===== src/rtl/pzog_pkg.sv =====
// shared types, codes and constants of the polygon zone occupancy gate
package pzog_pkg;

	localparam int COORD_W          = 24;
	localparam int IDX_W            = 6;
	localparam int DIST_W           = 24;
	localparam int NEAR_W           = 24;
	localparam int VCNT_W           = 7;
	localparam int OPCODE_W         = 3;
	localparam int CFG_IDX_W        = 4;
	localparam int CFG_DATA_W       = 24;
	localparam int DEF_MAX_VERTICES = 64;
	localparam int DEF_COORD_BITS   = 24;

	localparam logic [NEAR_W-1:0] NEAR_RESET = NEAR_W'(2560);
	localparam logic [DIST_W-1:0] FAR_AWAY   = '1;

	typedef enum logic [OPCODE_W-1:0] {
		OP_LOAD  = 3'd0,
		OP_POINT = 3'd1,
		OP_EMPTY = 3'd2,
		OP_DIST  = 3'd3,
		OP_QUERY = 3'd4
	} op_t;

	typedef enum logic [CFG_IDX_W-1:0] {
		REG_NEAR_THR = 4'd0,
		REG_VCOUNT   = 4'd1
	} cfg_reg_t;

	typedef struct packed {
		logic [OPCODE_W-1:0]     opcode;
		logic [IDX_W-1:0]        vertex_index;
		logic signed [COORD_W-1:0] coord_x;
		logic signed [COORD_W-1:0] coord_y;
		logic                    last_point;
		logic [DIST_W-1:0]       distance;
	} item_t;

	typedef struct packed {
		logic point_inside;
		logic zone_free;
		logic clear_to_go;
	} result_t;

	typedef struct packed {
		logic capture;
		logic step;
		logic commit;
	} dp_cmd_t;

	typedef struct packed {
		logic gated;
		logic walk_done;
		logic busy;
	} dp_stat_t;

endpackage


===== src/rtl/pzog_ctrl.sv =====
// controller: capture, edge walk and drain (ungated points only), commit for each word
module pzog_ctrl (
	input  logic                            clk,
	input  logic                            arst_n,
	input  logic                            cmd_valid,
	output logic                            cmd_ready,
	input  logic [pzog_pkg::OPCODE_W-1:0]   opcode,
	output pzog_pkg::dp_cmd_t               dcmd,
	input  pzog_pkg::dp_stat_t              stat,
	output logic                            res_valid,
	input  logic                            res_ready
);

	import pzog_pkg::*;

	typedef enum logic [3:0] {
		S_IDLE  = 4'b0001,
		S_WALK  = 4'b0010,
		S_DRAIN = 4'b0100,
		S_DONE  = 4'b1000
	} state_t;

	state_t state_q;
	state_t state_d;
	logic   res_valid_q;
	logic   accept;
	logic   out_free;

	assign cmd_ready = (state_q == S_IDLE);
	assign accept    = cmd_valid && cmd_ready;
	assign out_free  = !res_valid_q || res_ready;

	always_comb begin
		state_d = state_q;
		dcmd    = '0;
		case (state_q)
			S_IDLE: begin
				if (accept) begin
					dcmd.capture = 1'b1;
					state_d = ((opcode == OP_POINT) && !stat.gated) ? S_WALK : S_DONE;
				end
			end
			S_WALK: begin
				if (stat.walk_done) begin
					state_d = S_DRAIN;
				end else begin
					dcmd.step = 1'b1;
				end
			end
			S_DRAIN: begin
				if (!stat.busy) begin
					state_d = S_DONE;
				end
			end
			S_DONE: begin
				if (out_free) begin
					dcmd.commit = 1'b1;
					state_d = S_IDLE;
				end
			end
			default: state_d = S_IDLE;
		endcase
	end

	always_ff @(posedge clk or negedge arst_n) begin
		if (!arst_n) begin
			state_q     <= S_IDLE;
			res_valid_q <= 1'b0;
		end else begin
			state_q <= state_d;
			if (dcmd.commit) begin
				res_valid_q <= 1'b1;
			end else if (res_ready) begin
				res_valid_q <= 1'b0;
			end
		end
	end

	assign res_valid = res_valid_q;

`ifndef SYNTHESIS
	a_no_read_past_end: assert property (@(posedge clk) disable iff (!arst_n)
		dcmd.step |-> !stat.walk_done)
		else $error("vertex read issued after walk finished");

	a_no_result_overwrite: assert property (@(posedge clk) disable iff (!arst_n)
		dcmd.commit |-> !(res_valid_q && !res_ready))
		else $error("result word overwritten before taken");

	a_pipe_empty_on_accept: assert property (@(posedge clk) disable iff (!arst_n)
		accept |-> !stat.busy)
		else $error("edge pipeline still busy when a new word is accepted");

	a_commit_once: assert property (@(posedge clk) disable iff (!arst_n)
		dcmd.commit |=> !dcmd.commit)
		else $error("two commits without an accepted word between");
`endif

endmodule


===== config.mk =====
export PLATFORM = sky130hd
export DESIGN_NAME = pzog_ctrl
export DESIGN_NICKNAME = d
export VERILOG_FILES = /design/src/rtl/pzog_pkg.sv /design/src/rtl/pzog_ctrl.sv
export SDC_FILE = /design/constraint.sdc
export NUM_CORES = 1
export LEC_CHECK = 0
export BUFFER_PORTS_ARGS = -buffer_cell sky130_fd_sc_hd__buf_2
export CAP_MARGIN = 20
export CELL_PAD_IN_SITES_DETAIL_PLACEMENT = 0
export CELL_PAD_IN_SITES_GLOBAL_PLACEMENT = 1
export CORE_AREA = 2 2 39 41
export CTS_BUF_LIST = sky130_fd_sc_hd__clkbuf_16
export DETAILED_ROUTE_END_ITERATION = 12
export DIE_AREA = 0 0 41 43
export HOLD_SLACK_MARGIN = 0.1
export PLACE_DENSITY = 0.68
export REMOVE_ABC_BUFFERS = 1
export SLEW_MARGIN = 20
export SYNTH_ARGS = -nofsm -noshare
export SYNTH_HDL_FRONTEND = slang
export SYNTH_SLANG_ARGS = --single-unit
export TNS_END_PERCENT = 10

===== constraint.sdc =====
create_clock -name clk -period 3.5 [get_ports clk]
set_input_delay 0.7 -clock clk [delete_from_list [all_inputs] [get_ports clk]]
set_output_delay 0.7 -clock clk [all_outputs]
set_load 0.01 [all_outputs]

# Word-level counts from Yosys, hierarchy flattened
# Cells that the tools add are included.
dict set report totals {
  ff_bits 5
  inputBits 10
  wordCells 32
  out_inout_bits 5
}
dict set report op_classes {
  eq_ne 9
  mux 14
  n_reduce_logical 7
}
# operator n
set ops {}
lappend ops {{4-bit two-way mux} 5}
lappend ops {{4-bit one-hot mux with 4 select lines} 1}
lappend ops {{1-bit two-way mux} 8}
lappend ops {{2-bit != test (second input constant)} 3}
lappend ops {{4-bit by 1-bit equality test with 1-bit output (second input constant)} 1}
lappend ops {{4-bit by 2-bit equality test with 1-bit output (second input constant)} 1}
lappend ops {{4-bit by 3-bit equality test with 1-bit output (second input constant)} 1}
lappend ops {{4-bit equality test (second input constant)} 1}
lappend ops {{4-bit AND reduction} 1}
lappend ops {{3-bit by 1-bit equality test with 1-bit output (second input constant)} 1}
lappend ops {{1-bit logical AND} 2}
lappend ops {{1-bit logical NOT} 2}
lappend ops {{2-bit by 1-bit != test with 1-bit output (second input constant)} 1}
lappend ops {{2-bit nonzero test} 1}
lappend ops {{1-bit logical OR} 1}

# Logic depth before layout (Yosys ltp)
dict set report depth {
  depth_word 5
  mapped_depth 5
  mapped_depth_nobuf 4
}

# Least setup slack after synthesis
# No wires, ideal clock.
dict set report synth_timing {
  kind {flip-flop to output port}
  startpoint {register state_q[1]}
  endpoint {output dcmd[0] (netlist name)}
  path_stages_with_launch 4
  arrival_time_ps 1272
  setup_slack_ps 1528
  path_buffers 1
  required_time_ps 2800
  path_cell_list {dfrtp_1 -> buf_4 -> or4b_4 -> and2b_2}
}
# element line
set synth_lines {}
lappend synth_lines {{start, declared} pzog_ctrl.sv:23} ;# state_t state_q;
lappend synth_lines {{start signal, assigned} pzog_ctrl.sv:70} ;# state_q <= state_d;
lappend synth_lines {{end, declared} pzog_ctrl.sv:8} ;# output pzog_pkg::dp_cmd_t dcmd,

==> flow_metrics.tcl <==
set metrics [dict create \
    status "finished, final reports clean" \
    async_reset_ff_share_pct 100 \
    crit_arrival_ps 1610 \
    cts-root-buf "clkbuf_16" \
    htreeDepth 1 \
    r2r_end "state_q[1]$_DFFE_PN0P_" \
    ys_warn_count 0 \
    slew_viol_final 0 \
    hold_buffers 0 \
    grt.total_usage_pct 10.7 \
    cap_violations 0 \
    top_level_ports 15 \
    ir_drop_v 0.000407 \
    fillers 138 \
    synth_cell_types 26 \
    clk_path_buf_depth 2 \
    finClkSkew_ps 2.45 \
    synth_common_cells "4 x dfrtp_1, 3 x inv_1, 3 x nand2_1" \
    wl_per_cell_microns 11.0 \
    synth_top_area_share_pct 29.7 \
    power_mw 0.398 \
    drc 0 \
    grt_pass1_vias 272 \
    rsz0062_at_grt "false" \
    numPortBuffers 14 \
    synth-seq-cells 5 \
    start_util_pct 24.3 \
    power.leakage_nw 0.244 \
    dieArea_sq_mm 0.00176 \
    r2r-start "state_q[1]$_DFFE_PN0P_" \
    seq_area_sq_um 126 \
    r2r_setup_slack_ps 1970 \
    synth_top_cell_by_area "dfrtp_1" \
    ys.flop_type "dfrtp_1" \
    avgSynthCellArea_sq_um 9.35 \
    placed_area_sq_um 408 \
    syn2layout_area_growth_pct 44.6 \
    drtAntennaViolNets 0 \
    multiInputGateArea_sq_um 180 \
    antenna_found_initial 0 \
    cts-buffers-inserted 3 \
    start_kind "flip-flop" \
    vias 332 \
    crit_start "state_q[1]$_DFFE_PN0P_" \
    first_pass_iters 4 \
    layout-drive-gt1-share_pct 44.2 \
    grt_pass1_wl_microns 1190 \
    drt_iter0_drc 4 \
    netlist_instances 36 \
    end_kind "primary output" \
    ys_seq_area_share_pct 37.5 \
    crit_required_ps 2800 \
    final_area_sq_um 487 \
    tightest_slew_ps 430 \
    hp-class "primary input to async pin" \
    antennaDiodeCount 0 \
    cp_max_fo 9 \
    powerDensity_mw_per_mm2 819 \
    synth-edff-count 0 \
    rows 14 \
    tns_ps 0 \
    synthesis.area_sq_um 337 \
    cts_setup_buffers 0 \
    finalCritPeriodShare_pct 65.9 \
    finalSetupViolations 0 \
    fin_crit_ps 2310 \
    overflow 0 \
    die_y_microns 43 \
    core_sq_mm 0.00138 \
    clk_pin_slew_ps 30 \
    cts_tree "built" \
    vias_per_cell 4.88 \
    clock-sinks 5 \
    clk_latency_ps 220 \
    worstSetupPathType "flip-flop to primary output" \
    ys_top_cells_by_area "dfrtp_1 30%, dfstp_2 7.8%, or4b_4 4.1%" \
    dieWidth_microns 41 \
    ctsResizeCount 0 \
    finalHoldViolCount 0 \
    finalWirelength_microns 748 \
    gp_congestion 0.800 \
    max_freq_mhz 433 \
    reg2reg_depth 4 \
    layout.nets 63 \
    yosysMostFrequentCell "dfrtp_1" \
    dp_hpwl_microns 583 \
    slew_headroom_pct 70.9 \
    grt_max_degree 10 \
]
[layout make-up]
type | count | area share (%)
Sequential cell | 5 | 26.0
Tap cell | 16 | 4.11
Inverter | 3 | 2.31
Clock buffer | 3 | 15.4
Clock inverter | 1 | 0.771
Multi-Input combinational cell | 26 | 37.0
Timing Repair Buffer | 14 | 14.4
[routing by layer]
layer  wire length (microns)  GRT usage (%)  vias to the layer above
li1                        -              -                      164
met1                     322           13.5                      148
met2                     346           13.8                       20
met3                      79           7.85                        0
met4                       0           4.00                        0
met5                       0              0                        -
[critical path: stages, from the launching register on]
cell	delay (ps)
dfrtp_1	470
or4b_4	580
and2b_2	220
buf_2	120
[power by group]
part	switching (mW)	internal, mW	leakage (nW)	total (mW)
logic	0.0565	0.0555	0.137	0.112
clock network	0.0347	0.148	0.0423	0.182
registers	0.0248	0.0792	0.0647	0.104
[per-stage QoR]
stage / setup WS, ps / hold slack (ps) / utilization, % / cells
final: 1190 / 282 / 35.2 / 68
after global routing: 1150 / 289 / 35.2 / 68
after CTS: 1190 / 282 / 35.2 / 68
after detailed placement: 1430 / 519 / 29.5 / 64
after global placement: 1390 / 517 / 29.5 / 64
after floorplan: 1560 / 404 / - / 34
[state kept, by name (all words and copies together), names as in the netlist]
register / flops
state_q: 4
res_valid: 1
[cell usage in the layout, fill, tap and decap left out, drive strengths merged, types with 2 or more instances in the layout]
cell / Yosys / routed
buf: 2 / 14
clkbuf: 0 / 3
dfrtp: 4 / 4
inv: 3 / 4
nand2: 3 / 3
nor2: 3 / 3
nor3: 2 / 2
nor4: 2 / 2
[worst max path at each step]
stage	endpoint	slack, ps	cells after the start
final	dcmd[0]	1190	3
after global routing	dcmd[0]	1150	3
after CTS	dcmd[0]	1190	3
after detailed placement	dcmd[0]	1430	3
after global placement	dcmd[1]	1390	3
after floorplan	dcmd[0]	1560	2
[cells by family after synthesis]
logic type / after synthesis / synth area share (%)
xor gates and xnor gates: 1 / 2.60
buffers and inverters: 5 / 8.92
AOI/OAI and AO/OA: 9 / 20.5
and+or+nand+nor: 16 / 30.5
DFF: 5 / 37.5
Note: power is estimated with default switching activity, not from simulation.
